[src/idct_pkg.sv]
// Shared constants, types and basis-weight functions for the direct 8x8 inverse DCT.
package idct_pkg;

	localparam int WEIGHT_FRAC_BITS = 15;
	localparam int ROM_FRAC_BITS    = 30;
	localparam int COEF_W           = 16;
	localparam int SAMPLE_W         = 16;
	localparam int BASIS_W          = ROM_FRAC_BITS + 1;
	localparam int PROD_W           = 2 * BASIS_W;
	localparam int WEIGHT_W         = WEIGHT_FRAC_BITS;
	localparam int MAC_W            = COEF_W + WEIGHT_W;
	localparam int ACC_W            = 40;
	localparam int RND_SHIFT        = 2 * ROM_FRAC_BITS - WEIGHT_FRAC_BITS;
	localparam int BLOCK_N          = 64;
	localparam int IDX_W            = 6;

	localparam logic [IDX_W-1:0] IDX_LAST = IDX_W'(BLOCK_N - 1);

	localparam logic signed [ACC_W-1:0] ACC_MAX = {1'b0, {(ACC_W-1){1'b1}}};
	localparam logic signed [ACC_W-1:0] ACC_MIN = {1'b1, {(ACC_W-1){1'b0}}};

	localparam logic signed [SAMPLE_W-1:0] SAMPLE_MAX = {1'b0, {(SAMPLE_W-1){1'b1}}};
	localparam logic signed [SAMPLE_W-1:0] SAMPLE_MIN = {1'b1, {(SAMPLE_W-1){1'b0}}};

	// Controller states, one-hot
	typedef enum logic [3:0] {
		S_LOAD  = 4'b0001,
		S_ISSUE = 4'b0010,
		S_WAIT  = 4'b0100,
		S_EMIT  = 4'b1000
	} state_t;

	// Commands from controller to datapath
	typedef struct packed {
		logic             ram_we;
		logic [IDX_W-1:0] ram_waddr;
		logic             issue;
		logic             first;
		logic             last;
		logic [IDX_W-1:0] n;
		logic [IDX_W-1:0] k;
		logic             emit;
		logic             block_end;
	} cmd_t;

	// Status from datapath to controller
	typedef struct packed {
		logic done;
		logic out_free;
	} status_t;

	// Q1.30 cos(m pi/16) / 2 for m = 0..8
	function automatic logic signed [BASIS_W-1:0] half_cos(input logic [3:0] m);
		logic signed [BASIS_W-1:0] r;
		unique case (m)
			4'd0:    r = BASIS_W'(536870912);
			4'd1:    r = BASIS_W'(526555088);
			4'd2:    r = BASIS_W'(496004047);
			4'd3:    r = BASIS_W'(446391849);
			4'd4:    r = BASIS_W'(379625062);
			4'd5:    r = BASIS_W'(298269498);
			4'd6:    r = BASIS_W'(205451603);
			4'd7:    r = BASIS_W'(104738319);
			default: r = '0;
		endcase
		return r;
	endfunction

	// 1-D weight c(k)/2 cos((2n+1)k pi/16) in Q1.30
	function automatic logic signed [BASIS_W-1:0] basis(input logic [2:0] n,
			input logic [2:0] k);
		logic [6:0] p;
		logic [4:0] m;
		logic signed [BASIS_W-1:0] r;
		p = {3'b000, n, 1'b1} * {4'b0000, k};
		m = p[4:0];
		if (m > 5'd16) begin
			m = 5'(6'd32 - {1'b0, m});
		end
		if (k == 3'd0) begin
			r = half_cos(4'd4);
		end else if (m > 5'd8) begin
			r = -half_cos(4'(5'd16 - m));
		end else begin
			r = half_cos(m[3:0]);
		end
		return r;
	endfunction

endpackage

[src/idct_ram.sv]
// Generic single-write, single-read RAM with registered read data.
module idct_ram #(
	parameter int WIDTH = 16,
	parameter int DEPTH = 64
) (
	input  logic                     clk,
	input  logic                     we,
	input  logic [$clog2(DEPTH)-1:0] waddr,
	input  logic [WIDTH-1:0]         wdata,
	input  logic [$clog2(DEPTH)-1:0] raddr,
	output logic [WIDTH-1:0]         rdata
);

	logic [WIDTH-1:0] mem_q [DEPTH];

	// Write port
	always_ff @(posedge clk) begin
		if (we) begin
			mem_q[waddr] <= wdata;
		end
	end

	// Registered read port
	always_ff @(posedge clk) begin
		rdata <= mem_q[raddr];
	end

endmodule

[src/idct_ctrl.sv]
// Sequencer for loading, MAC issue, drain and sample emission.
module idct_ctrl (
	input  logic             clk,
	input  logic             arst_n,
	input  logic             s_tvalid,
	output logic             s_tready,
	input  idct_pkg::status_t status,
	output idct_pkg::cmd_t   cmd
);
	import idct_pkg::*;

	state_t            state_q;
	logic [IDX_W-1:0]  load_cnt_q;
	logic [IDX_W-1:0]  k_q;
	logic [IDX_W-1:0]  n_q;
	logic              in_acc;

	assign s_tready = (state_q == S_LOAD);
	assign in_acc   = s_tvalid && s_tready;

	// Drive datapath commands
	always_comb begin
		cmd           = '0;
		cmd.ram_we    = in_acc;
		cmd.ram_waddr = load_cnt_q;
		cmd.issue     = (state_q == S_ISSUE);
		cmd.first     = (k_q == '0);
		cmd.last      = (k_q == IDX_LAST);
		cmd.n         = n_q;
		cmd.k         = k_q;
		cmd.emit      = (state_q == S_EMIT) && status.out_free;
		cmd.block_end = (n_q == IDX_LAST);
	end

	// Advance state and counters
	always_ff @(posedge clk or negedge arst_n) begin
		if (!arst_n) begin
			state_q    <= S_LOAD;
			load_cnt_q <= '0;
			k_q        <= '0;
			n_q        <= '0;
		end else begin
			unique case (state_q)
				S_LOAD: begin
					if (in_acc) begin
						load_cnt_q <= load_cnt_q + 1'b1;
						if (load_cnt_q == IDX_LAST) begin
							k_q     <= '0;
							n_q     <= '0;
							state_q <= S_ISSUE;
						end
					end
				end
				S_ISSUE: begin
					k_q <= k_q + 1'b1;
					if (k_q == IDX_LAST) begin
						state_q <= S_WAIT;
					end
				end
				S_WAIT: begin
					if (status.done) begin
						state_q <= S_EMIT;
					end
				end
				S_EMIT: begin
					if (status.out_free) begin
						k_q <= '0;
						n_q <= n_q + 1'b1;
						if (n_q == IDX_LAST) begin
							state_q <= S_LOAD;
						end else begin
							state_q <= S_ISSUE;
						end
					end
				end
				default: state_q <= S_LOAD;
			endcase
		end
	end

endmodule

[src/idct_dp.sv]
// Coefficient store, weight pipeline, MAC with saturating accumulator, output register.
module idct_dp (
	input  logic                              clk,
	input  logic                              arst_n,
	input  idct_pkg::cmd_t                    cmd,
	input  logic [idct_pkg::COEF_W-1:0]       coefficient,
	output idct_pkg::status_t                 status,
	output logic                              m_tvalid,
	input  logic                              m_tready,
	output logic [idct_pkg::SAMPLE_W-1:0]     m_tdata,
	output logic                              m_tlast
);
	import idct_pkg::*;

	logic [COEF_W-1:0]          rdata;
	logic                       vld_s1, vld_s2, vld_s3, vld_s4;
	logic                       first_s1, first_s2, first_s3, first_s4;
	logic                       last_s1, last_s2, last_s3, last_s4;
	logic signed [BASIS_W-1:0]  a_s1, b_s1;
	logic signed [PROD_W-1:0]   prod_s2;
	logic signed [COEF_W-1:0]   coef_s2, coef_s3;
	logic signed [WEIGHT_W-1:0] weight_s3;
	logic signed [MAC_W-1:0]    mac_s4;
	logic signed [ACC_W-1:0]    acc_q;
	logic                       done_q;
	logic                       out_vld_q;
	logic [SAMPLE_W-1:0]        sample_q;
	logic                       last_q;

	logic                       p_neg;
	logic [PROD_W-1:0]          p_mag;
	logic [PROD_W-1:0]          p_rsum;
	logic [WEIGHT_W-1:0]        w_mag;
	logic signed [WEIGHT_W-1:0] weight_d;
	logic signed [ACC_W:0]      acc_sum;
	logic signed [ACC_W-1:0]    acc_d;
	logic                       a_neg;
	logic [ACC_W-1:0]           a_mag;
	logic [ACC_W-1:0]           a_shr;
	logic [SAMPLE_W-1:0]        sample_d;

	idct_ram #(
		.WIDTH (COEF_W),
		.DEPTH (BLOCK_N)
	) u_store (
		.clk   (clk),
		.we    (cmd.ram_we),
		.waddr (cmd.ram_waddr),
		.wdata (coefficient),
		.raddr (cmd.k),
		.rdata (rdata)
	);

	// Stage 1: look up both 1-D weights
	always_ff @(posedge clk) begin
		a_s1 <= basis(cmd.n[2:0], cmd.k[2:0]);
		b_s1 <= basis(cmd.n[5:3], cmd.k[5:3]);
	end

	// Stage 2: combined weight product, latch coefficient
	always_ff @(posedge clk) begin
		prod_s2 <= a_s1 * b_s1;
		coef_s2 <= rdata;
	end

	// Round product half away from zero
	always_comb begin
		p_neg    = prod_s2[PROD_W-1];
		p_mag    = p_neg ? PROD_W'(-prod_s2) : PROD_W'(prod_s2);
		p_rsum   = p_mag + (PROD_W'(1) << (RND_SHIFT - 1));
		w_mag    = WEIGHT_W'(p_rsum >> RND_SHIFT);
		weight_d = p_neg ? -w_mag : w_mag;
	end

	// Stage 3: hold rounded weight and coefficient
	always_ff @(posedge clk) begin
		weight_s3 <= weight_d;
		coef_s3   <= coef_s2;
	end

	// Stage 4: coefficient times weight
	always_ff @(posedge clk) begin
		mac_s4 <= coef_s3 * weight_s3;
	end

	// Saturating accumulate, restart on first term
	always_comb begin
		acc_sum = first_s4 ? (ACC_W+1)'(mac_s4)
		                   : (ACC_W+1)'(mac_s4) + (ACC_W+1)'(acc_q);
		if (acc_sum[ACC_W] != acc_sum[ACC_W-1]) begin
			acc_d = acc_sum[ACC_W] ? ACC_MIN : ACC_MAX;
		end else begin
			acc_d = acc_sum[ACC_W-1:0];
		end
	end

	// Pipeline control bits, accumulator and done flag
	always_ff @(posedge clk or negedge arst_n) begin
		if (!arst_n) begin
			vld_s1   <= 1'b0;
			vld_s2   <= 1'b0;
			vld_s3   <= 1'b0;
			vld_s4   <= 1'b0;
			first_s1 <= 1'b0;
			first_s2 <= 1'b0;
			first_s3 <= 1'b0;
			first_s4 <= 1'b0;
			last_s1  <= 1'b0;
			last_s2  <= 1'b0;
			last_s3  <= 1'b0;
			last_s4  <= 1'b0;
			acc_q    <= '0;
			done_q   <= 1'b0;
		end else begin
			vld_s1   <= cmd.issue;
			vld_s2   <= vld_s1;
			vld_s3   <= vld_s2;
			vld_s4   <= vld_s3;
			first_s1 <= cmd.first;
			first_s2 <= first_s1;
			first_s3 <= first_s2;
			first_s4 <= first_s3;
			last_s1  <= cmd.last;
			last_s2  <= last_s1;
			last_s3  <= last_s2;
			last_s4  <= last_s3;
			if (vld_s4) begin
				acc_q <= acc_d;
			end
			done_q <= vld_s4 && last_s4;
		end
	end

	// Drop fraction toward zero and clamp to sample range
	always_comb begin
		a_neg = acc_q[ACC_W-1];
		a_mag = a_neg ? ACC_W'(-acc_q) : ACC_W'(acc_q);
		a_shr = a_mag >> WEIGHT_FRAC_BITS;
		if (!a_neg) begin
			sample_d = (a_shr > ACC_W'(SAMPLE_MAX)) ? SAMPLE_MAX : a_shr[SAMPLE_W-1:0];
		end else begin
			sample_d = (a_shr > ACC_W'(-32'(SAMPLE_MIN))) ? SAMPLE_MIN
			                                              : -a_shr[SAMPLE_W-1:0];
		end
	end

	// Output register
	always_ff @(posedge clk or negedge arst_n) begin
		if (!arst_n) begin
			out_vld_q <= 1'b0;
		end else if (cmd.emit) begin
			out_vld_q <= 1'b1;
		end else if (m_tready) begin
			out_vld_q <= 1'b0;
		end
	end

	always_ff @(posedge clk) begin
		if (cmd.emit) begin
			sample_q <= sample_d;
			last_q   <= cmd.block_end;
		end
	end

	assign status.done     = done_q;
	assign status.out_free = !out_vld_q || m_tready;
	assign m_tvalid        = out_vld_q;
	assign m_tdata         = sample_q;
	assign m_tlast         = last_q;

endmodule

[src/direct_idct_8x8.sv]
// Top level of the direct 8x8 inverse DCT: controller, datapath and checks.
//
// Channel  Dir  Handshake          Payload
// s_*      in   s_tvalid/s_tready  s_tdata[15:0] coefficient
// m_*      out  m_tvalid/m_tready  m_tdata[15:0] sample, m_tlast block_end
//
// Sequence: 64 items load one per cycle while s_tvalid is high; each sample then
// issues one MAC term per coefficient on the single shared MAC multiplier, drains
// through the weight, product, MAC and accumulator registers and is then emitted.
// Reset: arst_n clears control state; the coefficient store holds no reset value.
// Stalls: a low m_tready keeps a sample waiting in the output register; the
// sequencer holds in emit until that register frees, which delays the next sample.
// s_tready is high only while a block is being loaded.
module direct_idct_8x8 (
	input  logic        clk,
	input  logic        arst_n,
	input  logic        s_tvalid,
	output logic        s_tready,
	input  logic [15:0] s_tdata,   // [15:0] coefficient
	output logic        m_tvalid,
	input  logic        m_tready,
	output logic [15:0] m_tdata,   // [15:0] sample
	output logic        m_tlast
);
	import idct_pkg::*;

	cmd_t    cmd;
	status_t status;

	idct_ctrl u_ctrl (
		.clk      (clk),
		.arst_n   (arst_n),
		.s_tvalid (s_tvalid),
		.s_tready (s_tready),
		.status   (status),
		.cmd      (cmd)
	);

	idct_dp u_dp (
		.clk         (clk),
		.arst_n      (arst_n),
		.cmd         (cmd),
		.coefficient (s_tdata),
		.status      (status),
		.m_tvalid    (m_tvalid),
		.m_tready    (m_tready),
		.m_tdata     (m_tdata),
		.m_tlast     (m_tlast)
	);

	// No coefficient is loaded while MACs are issued
	a_no_load_in_issue: assert property (@(posedge clk) disable iff (!arst_n)
		(s_tvalid && s_tready) |-> !cmd.issue)
		else $error("coefficient accepted during MAC issue");

	// Accumulation finishes only after issue has stopped
	a_done_after_issue: assert property (@(posedge clk) disable iff (!arst_n)
		status.done |-> !cmd.issue)
		else $error("accumulation done while still issuing");

	// A pending sample is never overwritten
	a_no_overwrite: assert property (@(posedge clk) disable iff (!arst_n)
		cmd.emit |-> (!m_tvalid || m_tready))
		else $error("output register overwritten");

endmodule

[config.mk]
export PLATFORM = sky130hd
export DESIGN_NAME = direct_idct_8x8
export DESIGN_NICKNAME = d
export VERILOG_FILES = /design/src/idct_pkg.sv /design/src/idct_ram.sv /design/src/idct_ctrl.sv /design/src/idct_dp.sv /design/src/direct_idct_8x8.sv
export SDC_FILE = /design/constraint.sdc
export NUM_CORES = 2
export LEC_CHECK = 0
export BUFFER_PORTS_ARGS = -buffer_cell sky130_fd_sc_hd__buf_2
export CAP_MARGIN = 25
export CORE_MARGIN = 1
export CORE_UTILIZATION = 32
export DETAILED_ROUTE_END_ITERATION = 6
export HOLD_SLACK_MARGIN = 0.15
export RECOVER_POWER = 100
export SYNTH_ARGS = -nofsm -noshare
export SYNTH_HDL_FRONTEND = slang
export SYNTH_SLANG_ARGS = --single-unit
[constraint.sdc]
create_clock -name clk -period 14.4 [get_ports clk]
set_clock_uncertainty 0.15 [all_clocks]
set_input_delay 0 -clock clk [delete_from_list [all_inputs] [get_ports clk]]
set_output_delay 0 -clock clk [all_outputs]
set_load 0.02 [all_outputs]
* Yosys cells after proc, flatten, opt, wreduce, memory -nomap -nowiden *
Memories as Yosys holds them, arrays and structs flattened. A register that Yosys moved wholly into a read port is not among the register bits.
Cells that the tools add are included.

storage, ports and cells
  register bits = 295
  memory bits (read-only) = 960
  memories kept = 5
  bits in writable memories = 1024
  output and inout bits = 19
  input bits = 20

memories
  name                depth  bits a word  rd ports  clocked after Yosys merged registers in  wr ports  RTL line        source
  u_dp.u_store.mem_q  64     16           1         1                                        1         idct_ram.sv:14  logic [WIDTH-1:0] mem_q [DEPTH];
  (no name shown)     8      30           1         0                                        0         idct_pkg.sv:55  unique case (m)
  (no name shown)     8      30           1         0                                        0         idct_pkg.sv:55
  (no name shown)     8      30           1         0                                        0         idct_pkg.sv:55
  (no name shown)     8      30           1         0                                        0         idct_pkg.sv:55

operators by class
  $add $sub $neg = 15
  mux-type cells = 38
  multiply operators = 4
  reductions and logical operators = 15
  magnitude comparators = 6
  equal/unequal tests = 13

operators by type and width
  cell                                                                                number
  31-bit two-way mux                                                                  10
  40-bit two-way mux                                                                  3
  31-bit by 31-bit multiplier with 62-bit output                                      1
  31-bit negator                                                                      2
  60-bit by 45-bit adder with 60-bit output (second input constant)                   1
  60-bit two-way mux                                                                  1
  60-bit negator                                                                      1
  16-bit two-way mux                                                                  3
  31-bit by 40-bit adder with 41-bit output                                           1
  41-bit two-way mux                                                                  1
  40-bit negator                                                                      1
  16-bit by 15-bit multiplier with 31-bit output                                      1
  25-bit by 15-bit greater-than comparator with 1-bit output (second input constant)  1
  25-bit by 16-bit greater-than comparator with 1-bit output (second input constant)  1
  6-bit two-way mux                                                                   4
  4-bit two-way mux                                                                   5
  6-bit by 1-bit adder with 6-bit output (second input constant)                      3
  6-bit == test (second input constant)                                               3
  6-bit case mux with 3 select lines                                                  1
  16-bit negator                                                                      1
  4-bit case mux with 4 select lines                                                  1
  15-bit two-way mux                                                                  1
  15-bit negator                                                                      1
  6-bit case mux with 2 select lines                                                  1
  25 further kinds                                                                    42

* Logic depth before layout (Yosys ltp) *
An unclocked memory read counts as a cell.

  word-level depth = 10
  depth in mapped cells = 33
  depth with buffers taken out = 28

* Modules after synthesis *
A second synthesis with hierarchy kept.

second synthesis, totals
  cell total of the unflattened synthesis = 8269
  area total of the unflattened synthesis = 98433.2 sq um

by module, submodules not included
  module     times used  area an instance (sq um)  seq. area each (sq um)  cells an instance
  idct_dp    1           57181.1                   5885.6                  6319
  idct_ram   1           40042.2                   31069.8                 1829
  idct_ctrl  1           1209.9                    551.8                   121

* Worst setup path before layout *
No wires, ideal clock.

  kind = flip-flop to flip-flop
  start point = register u_ctrl.k_q[0]
  end point = register u_dp.a_s1[28]
  arrival time = 7823 ps
  buffers on the path = 10
  required time = 14123 ps
  setup time = 127 ps
  period minus slack after synthesis = 8099 ps
  setup slack = 6301 ps
  stages on the path, launching flop included = 34
  path through = dfrtp_1 > buf_2 > buf_1 > buf_1 > clkbuf_1 > clkbuf_1 > clkbuf_1 > and2_1 > fa_1 > ha_1 > fa_1 > xnor2_1 > xnor3_1 > clkbuf_1 > nor2_1 > xor2_1 > inv_1 > clkbuf_1 > ha_1 > nand2_1 > and3_1 > or2_2 > clkbuf_1 > clkbuf_1 > nor2_1 > inv_1 > ha_1 > o41ai_1 > a21oi_1 > o21ai_1 > nand2b_1 > nand2_1 > a31oi_1 > or3_1

on the way
  longest elaborated chain between the ends = 10
  elaborated cells on any way between the ends = 15
  classes of those cells = 3 x add/sub; 1 x mul; 2 x order compare; 6 x mux; 1 x reduce/logical; 2 x memory

ends and longest elaborated chain
  item                                                                                          RTL line                        source
  from (decl)                                                                                   idct_ctrl.sv:14                 logic [IDX_W-1:0] k_q;
  from (signal assigned)                                                                        idct_ctrl.sv:55                 k_q <= k_q + 1'b1;
  4-bit by 3-bit multiplier with 5-bit output                                                   idct_pkg.sv:75                  p = {3'b000, n, 1'b1} * {4'b0000, k};
  1-bit by 5-bit subtractor with 5-bit output or 5-bit greater-than comparator (tied branches)  idct_pkg.sv:78, idct_pkg.sv:77
  5-bit two-way mux                                                                             idct_pkg.sv:77                  if (m > 5'd16) begin
  1-bit by 4-bit subtractor with 4-bit output                                                   idct_pkg.sv:83                  r = -half_cos(4'(5'd16 - m));
  memory 8 x 30 bit                                                                             n/a
  31-bit two-way mux                                                                            idct_pkg.sv:55
  31-bit two-way mux                                                                            idct_pkg.sv:82                  end else if (m > 5'd8) begin
  31-bit two-way mux                                                                            idct_pkg.sv:80                  if (k == 3'd0) begin
  31-bit negator                                                                                idct_pkg.sv:83
  31-bit two-way mux                                                                            idct_pkg.sv:82
  to (signal assigned)                                                                          idct_dp.sv:56                   a_s1 <= basis(cmd.n[2:0], cmd.k[2:0]);
  to (decl)                                                                                     idct_dp.sv:19                   logic signed [BASIS_W-1:0] a_s1, b_s1;

Parallel ways exist; a longest one is shown, timed or not. The select of a mux whose other input is x is not followed.
A chain may end at the register's enable or synchronous reset.

* Worst setup path after layout *
  start point = register u_dp.a_s1[0]
  end point = register u_dp.prod_s2[55]

on the way
  longest elaborated chain between the ends = 1

ends and longest elaborated chain
  item                                            RTL line       source
  31-bit by 31-bit multiplier with 62-bit output  idct_dp.sv:62  prod_s2 <= a_s1 * b_s1;
  to (signal assigned)                            idct_dp.sv:62
  to (decl)                                       idct_dp.sv:20  logic signed [PROD_W-1:0] prod_s2;

No other way between the ends.

==> results <==
- The final reports fail on max-capacitance violations, max-slew violations.
- Once placement completed, the tool counted placed cells totaling 11,830.
- Setup repair after global routing left no endpoint under its margin.
- The total power is 0.008013 W.
- The total setup violations reported at the end of the flow is 0.
- The master of the slowest instance on the critical path is clkbuf_1.
- The total setup buffers inserted after CTS is 0.
- The largest net degree at the start of global routing is 133.
- The number of vias in the routed layout is 61,060.
- The final layout contains 9,660 nets.
- Synthesis handed over a netlist of 8,067 instances.
- The sequential area share after synthesis is 38.41%.
- The fraction of final layout cells sized beyond drive strength 1 is 8.261%.
- The cell with the most instances on the worst path is fa_1.
- The number of nets with antenna violations after detailed routing is 0.
- In this run the worst hold path is classified as flop to flop.
- The worst setup path is captured at a flop.
- The via count of the first global-routing pass is 65,230.
- The total leakage power is 42.94 nW.
- By area the synthesized netlist is led by edfxtp_1 32%, fa_1 26%, mux4_2 7.2%.
- At the pin with the least slew margin, the transition time is 3.539 ns.
- The leading register cell type out of synthesis is edfxtp_1.
- In the synthesized netlist the async set-or-reset flop fraction comes to 5.697%.
- Global routing used 16.74% of the available tracks across all layers.
- The half-perimeter wire length after detailed placement is 174,800 microns.
- The flip-flop and latch count after synthesis is 1,334.
- The clock period minus worst slack is 10.06 ns.
- The data arrival time of the critical path is 10.60 ns.
- The first global-routing pass estimated 395,500 microns of wire.
- Routability-driven placement finished with a final weighted congestion of 0.8787.
- The initial antenna violation count was 4.
- The root buffer cell is clkbuf_16.
- The peak ir drop on the vdd network is 126.4 uV.
- The power density relative to cell area is 74.59 mW/mm^2.
- The critical path is of the flop to flop type.
- The number of gates resized after CTS is 0.
- The synthesized netlist contains 92 unique library cells.
- The final max-slew violation count was 1,175.
- The TritonCTS clock tree is yes.
- The CTS clock-pin slew for the worst setup and hold paths is 0.06 ns.
- The flow ran to the end, but the final reports show violations.
- Before antenna repair, the detailed router went through 6 iterations.
- The net count after synthesis is 9,678.
- The H-tree generated during clock tree synthesis spans 4 levels.
- The starting density of the core is 32.20%.
- Headroom to the max-slew limit came out at -136.0%.
- The clock sink count is 1,334.
- For this block, the initial DRC count from the detailed router was 5,430.
- The sum of negative setup slack is 0 ns.
- After global routing the overflow that remains totals 0.
- The final routed DRC violation total is 0.
- The critical path startpoint category is a flop.
- In this design, the stage delay of the slowest critical-path cell is 1.66 ns.
- Counting the buffers created by CTS gives 150.
- The largest fanout on the critical path is 31.
- For the worst setup path, the data required time is 14.94 ns.
- The maximum frequency from static timing analysis is 0.09937 GHz.
- The width of the die is 554.4 microns.
- For this run, the number of standard cells in the final layout without fillers is 12,140.
- The synthesis-to-layout area growth is 10.01%.
- The total of buffers placed on input and output ports is 38.
- In the final routed layout, each cell accounts on average for 21.24 microns.
- The part of the cycle the worst path needs is 69.89%.
- The most common cell in the synthesized netlist is inv_1.
- The max-cap check violation count is 25.
- The area enclosed by the die boundary is 0.3074 sq mm.
- The top cell type by area accounts for 32.01% of the synthesized area.
- Using the TritonRoute via totals, the vias-per-cell ratio works out to 5.029.
- The top cell type by total area after synthesis is edfxtp_1.
- The core area is 0.3033 sq mm.
- The die is 554.4 microns tall.
- The number of ports placed on the die boundary is 39.
- The post-synthesis instance area is 0.09766 sq mm.
- The tightest hold path in the finished design has a slack of 0.1709 ns.
- The floorplan has 202 rows.
- The number of hold-slack violations in the final timing report is 0.
- Ranked by instance count, the synthesized netlist is headed by 1,314 x inv_1, 1,260 x fa_1, 1,041 x edfxtp_1, 813 x nand2_1, 560 x and2_1.
- The average cell area after synthesis is 12.11 sq um.
- Yosys printed 0 warnings.
- At the later pin of the worst-skew pair, clock insertion delay measures 0.88 ns.
- For this block, the routed nets add up to 257,800 microns of wire.
- In this run, synthesis inferred 1,041 flip-flops with an integrated enable.
- The buffer depth of the longest clock path is 4.
==> worst paths after layout <==
check	start	end	slack, ns	cells past startpoint
setup / recovery	u_dp.a_s1[0]	u_dp.prod_s2[55]	4.34	27
hold / removal	u_dp.u_store.rdata[9]	u_dp.coef_s2[9]	0.17	0
setup reg to reg	u_dp.a_s1[0]	u_dp.prod_s2[55]	4.34	27
hold reg to reg	u_dp.u_store.rdata[9]	u_dp.coef_s2[9]	0.17	0
max in group asynchronous	arst_n	u_ctrl.k_q[2]	10.44	4
min in group asynchronous	arst_n	u_dp.acc_q[4]	0.99	4
==> metrics by stage <==
stage          util, %  area, sq um  setup slack [ns]
2_1_floorplan        -        97660             6.301
3_3_place_gp     33.81       102500             5.284
3_5_place_dp     33.85       102700             5.203
4_1_cts          35.53       107800             5.130
5_1_grt          35.42       107400             3.802
6_report         35.42       107400             4.336
==> power by group <==
part / switching (W) / total, W / internal (W) / leakage, nW
clock: 0.00156 / 0.00380 / 0.00224 / 2.35
sequential: 0.0000000000000000000586 / 0.00415 / 0.00415 / 12.1
combinational: 0.0000552 / 0.0000631 / 0.00000789 / 28.5
total: 0.00161 / 0.00801 / 0.00640 / 42.9
==> routing by layer <==
metal / up-vias / track usage, % / part of all wire (%)
met4: 4 / 3.812 / 2.2
met5: - / 0 / 0.0093
met1: 32080 / 23.06 / 44
met3: 356 / 3.017 / 7.2
li1: 26470 / - / -
met2: 2146 / 27.37 / 47
==> critical path, delay by kind of cell (launching register included) <==
kind                       cells  cell delay (ns)
DFF                            1             0.30
AOI/OAI and AO/OA             10             3.46
and+or+nand+nor                1             0.18
buffers and inverters          6             1.95
muxes                          1             0.15
adders and majority gates      9             3.75
==> state kept, by name (all words and copies together), names as in the netlist, 31 cells and up <==
| name | cells |
|---|---|
| u_dp.u_store.mem_q | 1024 |
| u_dp.b_s1 | 31 |
| u_dp.prod_s2 | 61 |
| u_dp.acc_q | 40 |
| u_dp.mac_s4 | 31 |
| u_dp.a_s1 | 31 |
==> what timing repair did <==
action,in CTS,in global routing
endpoints found under the hold margin,1785,80
hold buffers,26,6
setup endpoints to repair,0,0
==> kinds of logic (layout without fill, tap and decap cells) <==
family          Yosys count  count (layout)  synth area share, %
mux                     356             356                7.651
xor+xnor                217             217                1.968
simple gates           2059            2059                10.19
buf+inv                1733            1825                6.666
other cells               0               3                    0
flops                  1334            1334                38.41
compound gates          777             777                5.048
fa+ha+maj              1591            1591                30.07
==> cells in the final DEF (no fill, tap or decap), drive strengths merged, types with 81 or more instances in the layout <==
master,n
xnor2,155
ha,331
nand2,813
a21oi,231
dfxtp,217
nor2,342
nand3,81
o21ai,169
clkbuf,323
mux4,312
and2,561
buf,92
inv,1324
edfxtp,1041
fa,1260
==> layout make-up <==
type                       instances  area [sq um]
tap                             3978          4977
clock buffer                     201          4118
inverter                        1318          4947
timing repair buffer             245          1515
multi-input combinational       5000         53640
fill                           29470        195900
antenna                            3         7.507
clock inverter                    61         700.7
sequential                      1334         37530
(Power assumes the default switching activity.)
